--- config.mk ---
export PLATFORM = sky130hd
export DESIGN_NAME = pbcu_back
export DESIGN_NICKNAME = d
export VERILOG_FILES = /design/src/rtl/pbcu_pkg.sv /design/src/rtl/pbcu_back.sv
export VERILOG_INCLUDE_DIRS = /design/src /design/src/rtl
export SDC_FILE = /design/constraint.sdc
export NUM_CORES = 2
export LEC_CHECK = 0
export BUFFER_PORTS_ARGS = -buffer_cell sky130_fd_sc_hd__buf_2
export CORE_UTILIZATION = 35
export CTS_CLUSTER_DIAMETER = 50
export DETAILED_ROUTE_END_ITERATION = 10
export PLACE_DENSITY = 0.52
export SLEW_MARGIN = 40
export SYNTH_ARGS = -nofsm -noshare
export SYNTH_HDL_FRONTEND = slang
export SYNTH_SLANG_ARGS = --single-unit
--- constraint.sdc ---
create_clock -name clock -period 22.8 [get_ports clock]
set_clock_uncertainty 0.2 [all_clocks]
set_input_delay 1.14 -clock clock [delete_from_list [all_inputs] [get_ports clock]]
set_output_delay 1.14 -clock clock [all_outputs]
set_load 0.05 [all_outputs]
--- src/rtl/particle_boundary_condition_unit_defines.svh ---
// -----------------------------------------------------------------------------
// particle boundary condition unit: assertion macros
// Shared concurrent assertion forms, sampled on clock and quiet during reset.
// -----------------------------------------------------------------------------
`ifndef PARTICLE_BOUNDARY_CONDITION_UNIT_DEFINES_SVH
`define PARTICLE_BOUNDARY_CONDITION_UNIT_DEFINES_SVH

// condition in this cycle implies consequence in the same cycle
`define PBCU_ASSERT_IMPLY(name, ante, cons, msg) \
   name: assert property (@(posedge clock) disable iff (reset) (ante) |-> (cons)) \
      else $error(msg);

// condition in this cycle implies consequence in the next cycle
`define PBCU_ASSERT_NEXT(name, ante, cons, msg) \
   name: assert property (@(posedge clock) disable iff (reset) (ante) |=> (cons)) \
      else $error(msg);

`endif

--- src/rtl/pbcu_pkg.sv ---
// -----------------------------------------------------------------------------
// pbcu_pkg
// Types, widths and codes shared by the boundary condition unit.
// -----------------------------------------------------------------------------
package pbcu_pkg;

   // number formats
   localparam int DIMS       = 3;
   localparam int FRAC_BITS  = 16;
   localparam int DATA_W     = 32;
   localparam int DIM_W      = 2;
   localparam int NUM_BOUNDS = 3;
   localparam int SUM_W      = 48;

   // derived arithmetic widths
   localparam int PROD_W     = 2 * DATA_W;
   localparam int SCALED_W   = PROD_W - FRAC_BITS;
   localparam int FORCE_W    = SCALED_W + 4;
   localparam int SQ_W       = SCALED_W;
   localparam int SQ_HI_W    = SQ_W - DATA_W;
   localparam int EHI_W      = DATA_W + SQ_HI_W;
   localparam int ECARRY_W   = EHI_W + 1;
   localparam int ENERGY_W   = PROD_W - FRAC_BITS - 1;
   localparam int FSUM_ADD_W = ((FORCE_W > SUM_W) ? FORCE_W : SUM_W) + 1;
   localparam int ESUM_ADD_W = ((ENERGY_W > SUM_W) ? ENERGY_W : SUM_W) + 1;

   // saturation limits
   localparam logic [DATA_W-1:0] POS_LIMIT = {1'b0, {(DATA_W-1){1'b1}}};
   localparam logic [DATA_W-1:0] NEG_LIMIT = {1'b1, {(DATA_W-1){1'b0}}};
   localparam logic [SUM_W-1:0]  FSUM_MAX  = {1'b0, {(SUM_W-1){1'b1}}};
   localparam logic [SUM_W-1:0]  ESUM_MAX  = {SUM_W{1'b1}};

   // sequencer steps
   localparam int DIV_STEPS = DATA_W;
   localparam int STEP_W    = $clog2(DIV_STEPS);
   localparam logic [STEP_W-1:0] STEP_SPRING   = STEP_W'(0);
   localparam logic [STEP_W-1:0] STEP_DAMP     = STEP_W'(1);
   localparam logic [STEP_W-1:0] STEP_SQUARE   = STEP_W'(2);
   localparam logic [STEP_W-1:0] STEP_SQ_TAKE  = STEP_W'(3);
   localparam logic [STEP_W-1:0] STEP_E_LO     = STEP_W'(4);
   localparam logic [STEP_W-1:0] STEP_E_HI     = STEP_W'(5);
   localparam logic [STEP_W-1:0] STEP_ENERGY   = STEP_W'(6);
   localparam logic [STEP_W-1:0] STEP_DIV_LAST = STEP_W'(DIV_STEPS - 1);

   // work queue
   localparam int QUEUE_DEPTH = 2;
   localparam int QPTR_W      = (QUEUE_DEPTH > 1) ? $clog2(QUEUE_DEPTH) : 1;
   localparam int QCNT_W      = $clog2(QUEUE_DEPTH + 1);

   // register file
   localparam int CSR_DATA_W = 64;
   localparam int CSR_ADDR_W = 6;
   localparam int REG_LSB    = 3;
   localparam int REG_IDX_W  = CSR_ADDR_W - REG_LSB;
   localparam int BC_MODES_W = 2 * NUM_BOUNDS;
   localparam logic [BC_MODES_W-1:0] BC_MODES_RESET = BC_MODES_W'(21);

   localparam logic [REG_IDX_W-1:0] REG_BC_MODES    = REG_IDX_W'(0);
   localparam logic [REG_IDX_W-1:0] REG_BOUNDS0     = REG_IDX_W'(1);
   localparam logic [REG_IDX_W-1:0] REG_BOUNDS1     = REG_IDX_W'(2);
   localparam logic [REG_IDX_W-1:0] REG_BOUNDS2     = REG_IDX_W'(3);
   localparam logic [REG_IDX_W-1:0] REG_REPULSION   = REG_IDX_W'(4);
   localparam logic [REG_IDX_W-1:0] REG_DISSIPATION = REG_IDX_W'(5);

   typedef enum logic [1:0] {
      MODE_OPEN    = 2'd0,
      MODE_WRAP    = 2'd1,
      MODE_REFLECT = 2'd2,
      MODE_REPEL   = 2'd3
   } bc_mode_type;

   typedef enum logic [1:0] {
      OP_PASS  = 2'd0,
      OP_WRAP  = 2'd1,
      OP_REPEL = 2'd2
   } op_type;

   typedef struct packed {
      logic [DIM_W-1:0]         dimension;
      logic signed [DATA_W-1:0] position;
      logic signed [DATA_W-1:0] velocity;
      logic                     pass_start;
   } req_type;

   typedef struct packed {
      logic signed [DATA_W-1:0] new_position;
      logic signed [DATA_W-1:0] new_velocity;
      logic signed [DATA_W-1:0] force_delta;
      logic signed [SUM_W-1:0]  wall_force_sum;
      logic [SUM_W-1:0]         wall_energy_sum;
   } rsp_type;

   typedef struct packed {
      logic [BC_MODES_W-1:0]                    bc_modes;
      logic [NUM_BOUNDS-1:0][CSR_DATA_W-1:0]    bounds;
      logic [DATA_W-1:0]                        repulsion_gain;
      logic [DATA_W-1:0]                        dissipation_gain;
   } config_type;

   // classified item: opa is dividend or overshoot, opb divisor or speed
   typedef struct packed {
      op_type            op;
      logic              pass_start;
      logic              below;
      logic [DATA_W-1:0] position;
      logic [DATA_W-1:0] velocity;
      logic [DATA_W-1:0] opa;
      logic [DATA_W-1:0] opb;
   } work_type;

   typedef struct packed {
      logic     not_empty;
      work_type work;
   } queue_head_type;

endpackage

--- src/rtl/pbcu_back.sv ---
// -----------------------------------------------------------------------------
// pbcu_back
// Executes queued work: a restoring remainder divider for wrap, a shared
// 32x32 multiplier sequence for the repel force and energy, the saturating
// running sums and the response output register.
// -----------------------------------------------------------------------------
`include "particle_boundary_condition_unit_defines.svh"

module pbcu_back import pbcu_pkg::*; (
   input  logic           clock,
   input  logic           reset,
   input  config_type     cfg,
   input  queue_head_type head,
   output logic           pop,
   output logic           rsp_valid,
   input  logic           rsp_ready,
   output rsp_type        rsp_data
);

   typedef enum logic [4:0] {
      ST_IDLE = 5'b00001,
      ST_DIV  = 5'b00010,
      ST_WFIX = 5'b00100,
      ST_MUL  = 5'b01000,
      ST_DONE = 5'b10000
   } back_state_type;

   back_state_type          state_ff, state_in;
   logic [STEP_W-1:0]       count_ff, count_in;
   op_type                  op_ff, op_in;
   logic                    below_ff, below_in;
   logic                    pass_start_ff, pass_start_in;
   logic [DATA_W-1:0]       pos_ff, pos_in;
   logic [DATA_W-1:0]       vel_ff, vel_in;
   logic [DATA_W-1:0]       opa_ff, opa_in;
   logic [DATA_W-1:0]       opb_ff, opb_in;
   logic [DATA_W:0]         rem_ff, rem_in;
   logic [PROD_W-1:0]       prod_ff, prod_in;
   logic [FORCE_W-1:0]      spring_ff, spring_in;
   logic [FORCE_W-1:0]      force_ff, force_in;
   logic [SQ_W-1:0]         sq_ff, sq_in;
   logic [PROD_W-1:0]       elo_ff, elo_in;
   logic [ENERGY_W-1:0]     energy_ff, energy_in;
   logic                    e_ovf_ff, e_ovf_in;
   logic [SUM_W-1:0]        facc_ff, facc_in;
   logic [SUM_W-1:0]        eacc_ff, eacc_in;
   logic                    rsp_valid_ff, rsp_valid_in;
   rsp_type                 rsp_data_ff, rsp_data_in;

   logic [DATA_W-1:0]       mul_a;
   logic [DATA_W-1:0]       mul_b;
   logic [DATA_W:0]         rem_shift;
   logic [DATA_W:0]         rem_next;
   logic [DATA_W-1:0]       remainder;
   logic [DATA_W-1:0]       wrap_pos;
   logic [SCALED_W-1:0]     scaled;
   logic [ECARRY_W-1:0]     carry_sum;
   logic [PROD_W-1:0]       energy_prod;
   logic [SUM_W-1:0]        fsum_base;
   logic [SUM_W-1:0]        esum_base;
   logic [FSUM_ADD_W-1:0]   fsum_wide;
   logic [ESUM_ADD_W-1:0]   esum_wide;
   logic [SUM_W-1:0]        fsum_sat;
   logic [SUM_W-1:0]        esum_sat;
   logic [DATA_W-1:0]       fd_below;
   logic [DATA_W-1:0]       fd_above;
   logic [DATA_W-1:0]       force_delta;
   logic                    commit;

   assign rsp_valid = rsp_valid_ff;
   assign rsp_data  = rsp_data_ff;

   // multiplier operand select per step
   always_comb begin
      mul_a = '0;
      mul_b = '0;
      case (count_ff)
         STEP_SPRING: begin
            mul_a = cfg.repulsion_gain;
            mul_b = opa_ff;
         end
         STEP_DAMP: begin
            mul_a = cfg.dissipation_gain;
            mul_b = opb_ff;
         end
         STEP_SQUARE: begin
            mul_a = opa_ff;
            mul_b = opa_ff;
         end
         STEP_E_LO: begin
            mul_a = cfg.repulsion_gain;
            mul_b = sq_ff[DATA_W-1:0];
         end
         STEP_E_HI: begin
            mul_a = cfg.repulsion_gain;
            mul_b = DATA_W'(sq_ff[SQ_W-1:DATA_W]);
         end
         default: ;
      endcase
   end

   assign prod_in = mul_a * mul_b;
   assign scaled  = prod_ff[PROD_W-1:FRAC_BITS];

   // one restoring remainder step
   assign rem_shift = {rem_ff[DATA_W-1:0], opa_ff[DATA_W-1]};
   assign rem_next  = (rem_shift >= {1'b0, opb_ff}) ? (rem_shift - {1'b0, opb_ff}) : rem_shift;

   // wrapped position from the remainder: pos_ff holds the base bound
   assign remainder = rem_ff[DATA_W-1:0];
   always_comb begin
      if (!below_ff) begin
         wrap_pos = pos_ff + remainder;
      end else if (remainder == '0) begin
         wrap_pos = pos_ff - opb_ff;
      end else begin
         wrap_pos = pos_ff - remainder;
      end
   end

   // energy product: low partial plus high partial shifted by a word
   assign carry_sum   = ECARRY_W'(prod_ff[EHI_W-1:0]) + ECARRY_W'(elo_ff[PROD_W-1:DATA_W]);
   assign energy_prod = {carry_sum[DATA_W-1:0], elo_ff[DATA_W-1:0]};

   // saturating running sums
   assign fsum_base = pass_start_ff ? '0 : facc_ff;
   assign esum_base = pass_start_ff ? '0 : eacc_ff;
   assign fsum_wide = FSUM_ADD_W'(fsum_base) + FSUM_ADD_W'(force_ff);
   assign esum_wide = ESUM_ADD_W'(esum_base) + ESUM_ADD_W'(energy_ff);
   assign fsum_sat  = (fsum_wide > FSUM_ADD_W'(FSUM_MAX)) ? FSUM_MAX : fsum_wide[SUM_W-1:0];
   assign esum_sat  = (e_ovf_ff || esum_wide > ESUM_ADD_W'(ESUM_MAX)) ?
                      ESUM_MAX : esum_wide[SUM_W-1:0];

   // force on the particle, pushing back inside
   assign fd_below = (force_ff > FORCE_W'(POS_LIMIT)) ? POS_LIMIT : force_ff[DATA_W-1:0];
   assign fd_above = (force_ff > FORCE_W'(NEG_LIMIT)) ? NEG_LIMIT :
                     (DATA_W'(0) - force_ff[DATA_W-1:0]);
   assign force_delta = (op_ff != OP_REPEL) ? '0 : (below_ff ? fd_below : fd_above);

   assign commit = (state_ff == ST_DONE) && (!rsp_valid_ff || rsp_ready);

   // sequencer
   always_comb begin
      state_in      = state_ff;
      count_in      = count_ff;
      op_in         = op_ff;
      below_in      = below_ff;
      pass_start_in = pass_start_ff;
      pos_in        = pos_ff;
      vel_in        = vel_ff;
      opa_in        = opa_ff;
      opb_in        = opb_ff;
      rem_in        = rem_ff;
      spring_in     = spring_ff;
      force_in      = force_ff;
      sq_in         = sq_ff;
      elo_in        = elo_ff;
      energy_in     = energy_ff;
      e_ovf_in      = e_ovf_ff;
      facc_in       = facc_ff;
      eacc_in       = eacc_ff;
      rsp_valid_in  = rsp_valid_ff && !rsp_ready;
      rsp_data_in   = rsp_data_ff;
      pop           = 1'b0;
      case (state_ff)
         ST_IDLE: begin
            if (head.not_empty) begin
               pop           = 1'b1;
               op_in         = head.work.op;
               below_in      = head.work.below;
               pass_start_in = head.work.pass_start;
               pos_in        = head.work.position;
               vel_in        = head.work.velocity;
               opa_in        = head.work.opa;
               opb_in        = head.work.opb;
               rem_in        = '0;
               count_in      = '0;
               case (head.work.op)
                  OP_WRAP:  state_in = ST_DIV;
                  OP_REPEL: state_in = ST_MUL;
                  default:  state_in = ST_DONE;
               endcase
            end
         end
         ST_DIV: begin
            rem_in   = rem_next;
            opa_in   = opa_ff << 1;
            count_in = count_ff + STEP_W'(1);
            if (count_ff == STEP_DIV_LAST) begin
               state_in = ST_WFIX;
            end
         end
         ST_WFIX: begin
            pos_in   = wrap_pos;
            state_in = ST_DONE;
         end
         ST_MUL: begin
            count_in = count_ff + STEP_W'(1);
            case (count_ff)
               STEP_DAMP:    spring_in = (FORCE_W'(scaled) << 3) + (FORCE_W'(scaled) << 1);
               STEP_SQUARE:  force_in  = spring_ff + FORCE_W'(scaled);
               STEP_SQ_TAKE: sq_in     = scaled;
               STEP_E_HI:    elo_in    = prod_ff;
               STEP_ENERGY: begin
                  energy_in = energy_prod[PROD_W-1:FRAC_BITS+1];
                  e_ovf_in  = |carry_sum[ECARRY_W-1:DATA_W];
                  state_in  = ST_DONE;
               end
               default: ;
            endcase
         end
         ST_DONE: begin
            if (commit) begin
               facc_in                     = (op_ff == OP_REPEL) ? fsum_sat : fsum_base;
               eacc_in                     = (op_ff == OP_REPEL) ? esum_sat : esum_base;
               rsp_valid_in                = 1'b1;
               rsp_data_in.new_position    = pos_ff;
               rsp_data_in.new_velocity    = vel_ff;
               rsp_data_in.force_delta     = force_delta;
               rsp_data_in.wall_force_sum  = facc_in;
               rsp_data_in.wall_energy_sum = eacc_in;
               state_in                    = ST_IDLE;
            end
         end
         default: state_in = ST_IDLE;
      endcase
   end

   // control state
   always_ff @(posedge clock) begin
      if (reset) begin
         state_ff     <= ST_IDLE;
         count_ff     <= '0;
         facc_ff      <= '0;
         eacc_ff      <= '0;
         rsp_valid_ff <= 1'b0;
      end else begin
         state_ff     <= state_in;
         count_ff     <= count_in;
         facc_ff      <= facc_in;
         eacc_ff      <= eacc_in;
         rsp_valid_ff <= rsp_valid_in;
      end
   end

   // datapath registers
   always_ff @(posedge clock) begin
      op_ff         <= op_in;
      below_ff      <= below_in;
      pass_start_ff <= pass_start_in;
      pos_ff        <= pos_in;
      vel_ff        <= vel_in;
      opa_ff        <= opa_in;
      opb_ff        <= opb_in;
      rem_ff        <= rem_in;
      prod_ff       <= prod_in;
      spring_ff     <= spring_in;
      force_ff      <= force_in;
      sq_ff         <= sq_in;
      elo_ff        <= elo_in;
      energy_ff     <= energy_in;
      e_ovf_ff      <= e_ovf_in;
      rsp_data_ff   <= rsp_data_in;
   end

   // checks
   `PBCU_ASSERT_IMPLY(a_div_nonzero, state_ff == ST_DIV, opb_ff != '0, "wrap with empty span")
   `PBCU_ASSERT_IMPLY(a_fsum_range, 1'b1, !facc_ff[SUM_W-1], "force sum above its maximum")
   `PBCU_ASSERT_NEXT(a_commit, commit, rsp_valid_ff && state_ff == ST_IDLE, "result not issued")

endmodule

==> impl_results.md <==
- # hold bufs at CTS: 0
- Crit Reg-Reg Endpoint: prod_ff[60]$_DFF_P_
- Yosys warns: 0
- R2R cell count: 33
- Mapped Nets: around 9900
- Synth area leader: fa_1
- Post-synth EDFFs: ~600
- Die boundary height: about 470 um
- Number of top-level pins: between 500 and 600
- First-pass GRT wire length: around 390000 um
- Final Util: 0.3940
- Setup TNS: 0 ns
- HP Class: flip-flop to flip-flop
- Synth top area cells: fa_1 24%, edfxtp_1 24%, ha_1 9.1%, inv_1 5.1%, nor2_1 4.6%
- DRT Wirelength: between 200000 and 300000 um
- GRT Total Usage: 0.2385
- Vias per Instance: 5.321
- CP max FO: 33
- Remaining antenna violation count: 0
- Worst Setup EP: prod_ff[60]$_DFF_P_
- Syn Area/Cell: approximately 9.5 sq um
- Clk_lat worst skew: approximately 0.73 ns
- Max cap viols: 0
- Top cell by count, worst path: fa_1
- Slew @ Worst Pin: roughly 0.94 ns
- Row count: 170
- Clock tree sinks: between 700 and 800
- Post-route DRC: 0
- GR Overflow Total: 0
- Slew Viols, Final: 0
- RSZ-0062 raised after global routing: no
- Post-CTS Setup Bufs: 0
- Slowest library cell on the worst path: and2_2
- Yosys reg bits: between 700 and 800
- Min Tclk post-route: between 10 and 15 ns
- Number of gates resized after CTS: 0
- Run status: finished, final reports clean
- CTS tree: built
- Fin crit share: 0.5269
- Reg-to-Reg Start: count_ff[2]$_SDFFE_PP0P_
- Synth unique cells: slightly above 90
- Fraction of registers with async set/reset: 0
- Core area: around 220000 sq um
- CTS Buffer Depth: 3
- Largest net degree at the start of global routing: around 120
- Layout cells sized above 1: 0.1001
- Synth Flop Type: edfxtp_1
- CTS Root Cell: clkbuf_16
- Area Overhead vs Synth: 11.56%
- Crit. Startpoint: count_ff[2]$_SDFFE_PP0P_
- Die ar.: 219100 sq um
- Hold Violations, Final: 0
- Detailed placer's ending HPWL: roughly 200000 um
- Drt wl/cell: roughly 24 um
- Initial core utilization: 0.3531
- Die Width: approximately 470 um
- TritonCTS buffer count: slightly below 100
- Worst Setup Path Type: flip-flop to flip-flop
- Initial antenna violation count: 22
- Mapped Cells: 8017
- Max Clock Freq: ~0.083 GHz
- Share of the synthesized area in the top cell type: 0.2378
- Max_slew headroom: 0.3727
- # port buffers: approximately 400
- Startpoint Class: flip-flop
- Max stage delay on crit path: approximately 0.74 ns
- Vias in the first global route: 59280
- Hold depth: 0
- Iteration-0 DRC Markers: 4753
- Total Nets Final: 10130
- Setup Viol. Count Final: 0
- DR pass1 iterations: 6
- Post-Place Worst Slack: approximately 11 ns
- Arrival time worst endpoint: approximately 12 ns
- Via count: 59550
- Seq/Total Area, Yosys: 0.2828
- Worst Setup End Kind: flip-flop
- Reg clk slew, reported paths: approximately 0.060 ns
- Flop2flop setup slack: around 11 ns
- CP Data Required Time: ~23 ns
- Synth Cell Area: between 70000 and 80000 sq um
- Placer Congestion: about 0.95
- Worst setup margin: 10.79 ns
- H-tree Lvls: 3
-- worst min path at each step --
stage | start | to | slack (ns)
6_report | vel_ff[30]$_DFFE_PP_ | rsp_data[158]$_DFFE_PP_ | 0.22
2_1_floorplan | elo_ff[17]$_DFFE_PP_ | energy_ff[0]$_DFFE_PP_ | 0.20
3_3_place_gp | vel_ff[25]$_DFFE_PP_ | rsp_data[153]$_DFFE_PP_ | 0.20
5_1_grt | vel_ff[28]$_DFFE_PP_ | rsp_data[156]$_DFFE_PP_ | 0.22
3_5_place_dp | elo_ff[25]$_DFFE_PP_ | energy_ff[8]$_DFFE_PP_ | 0.20
4_1_cts | elo_ff[17]$_DFFE_PP_ | energy_ff[0]$_DFFE_PP_ | 0.22
-- Yosys cell counts (all sizes together) (49+ instances only) --
master / instances
inv: 1043
nor2: 925
fa: 903
nand2: 895
edfxtp: 602
ha: 555
a21oi: 484
clkbuf: 340
a21o: 255
o21ai: 237
xnor2: 210
dfxtp: 171
nor2b: 139
xor2: 120
nor3: 89
a22oi: 80
and2: 79
nand2b: 74
nand3: 70
a31oi: 67
nand4: 49
o21bai: 49
-- metal layers --
metal	wire length [um]	track usage
met5	65	0
met4	14270	0.1166
met3	16480	0.03358
met2	124200	0.3941
met1	109400	0.3058
-- critical path, delay by kind of cell (launching register included) --
kind,cells,cell delay (ns)
buffers and inverters,8,1.37
xor gates and xnor gates,1,0.23
AOI/OAI and AO/OA,10,3.05
DFF,1,0.37
adders and majority gates,9,4.62
and+or+nand+nor,5,2.02
-- cell usage in the layout, fill, tap and decap left out, types with 122 or more instances in the layout --
cell type and n:
nor2_1 920, o21ai_0 232, a21o_1 255, edfxtp_1 602, buf_2 392, xnor2_1 210, nand2_1 877, dfxtp_1 171
inv_1 1041, ha_1 555, fa_1 903, buf_4 122, a21oi_1 481, nor2b_1 138
-- state kept, by name, indices dropped and copies added (netlist names), 47 cells and up --
signal	flops
prod_ff	64
elo_ff	47
eacc_ff	48
facc_ff	48
energy_ff	47
sq_ff	48
rsp_data	192
spring_ff	51
force_ff	52
-- cell families after synthesis --
group,synth area share
AOI/OAI and AO/OA,0.1262
xor gates and xnor gates,0.03802
adders and majority gates,0.3292
buffers and inverters,0.07028
DFF,0.2828
muxes,0.01007
and+or+nand+nor,0.1434
-- area by class of cell --
cell class	instances	area, sq um
Clock inverter	65	772.0
Tap cell	2838	3551
Clock buffer	117	2597
Multi-Input combinational cell	5833	49450
Sequential cell	773	21500
Timing Repair Buffer	522	3010
Inverter	1043	3924
Antenna cell	1	2.502
Fill cell	21430	130500
-- through the flow --
stage          instance area (sq um)  hold WS (ns)  instances
2_1_floorplan                  76020        0.2003       8017
3_3_place_gp                   81280        0.2004      11000
3_5_place_dp                   81430        0.2045      11010
4_1_cts                        84800        0.2181      11190
5_1_grt                        84810        0.2220      11190
6_report                       84810        0.2169      11190
Power is left out: the tool's default activity adds up to more than one toggle a clock period on the data nets, which glitch-free logic cannot reach.
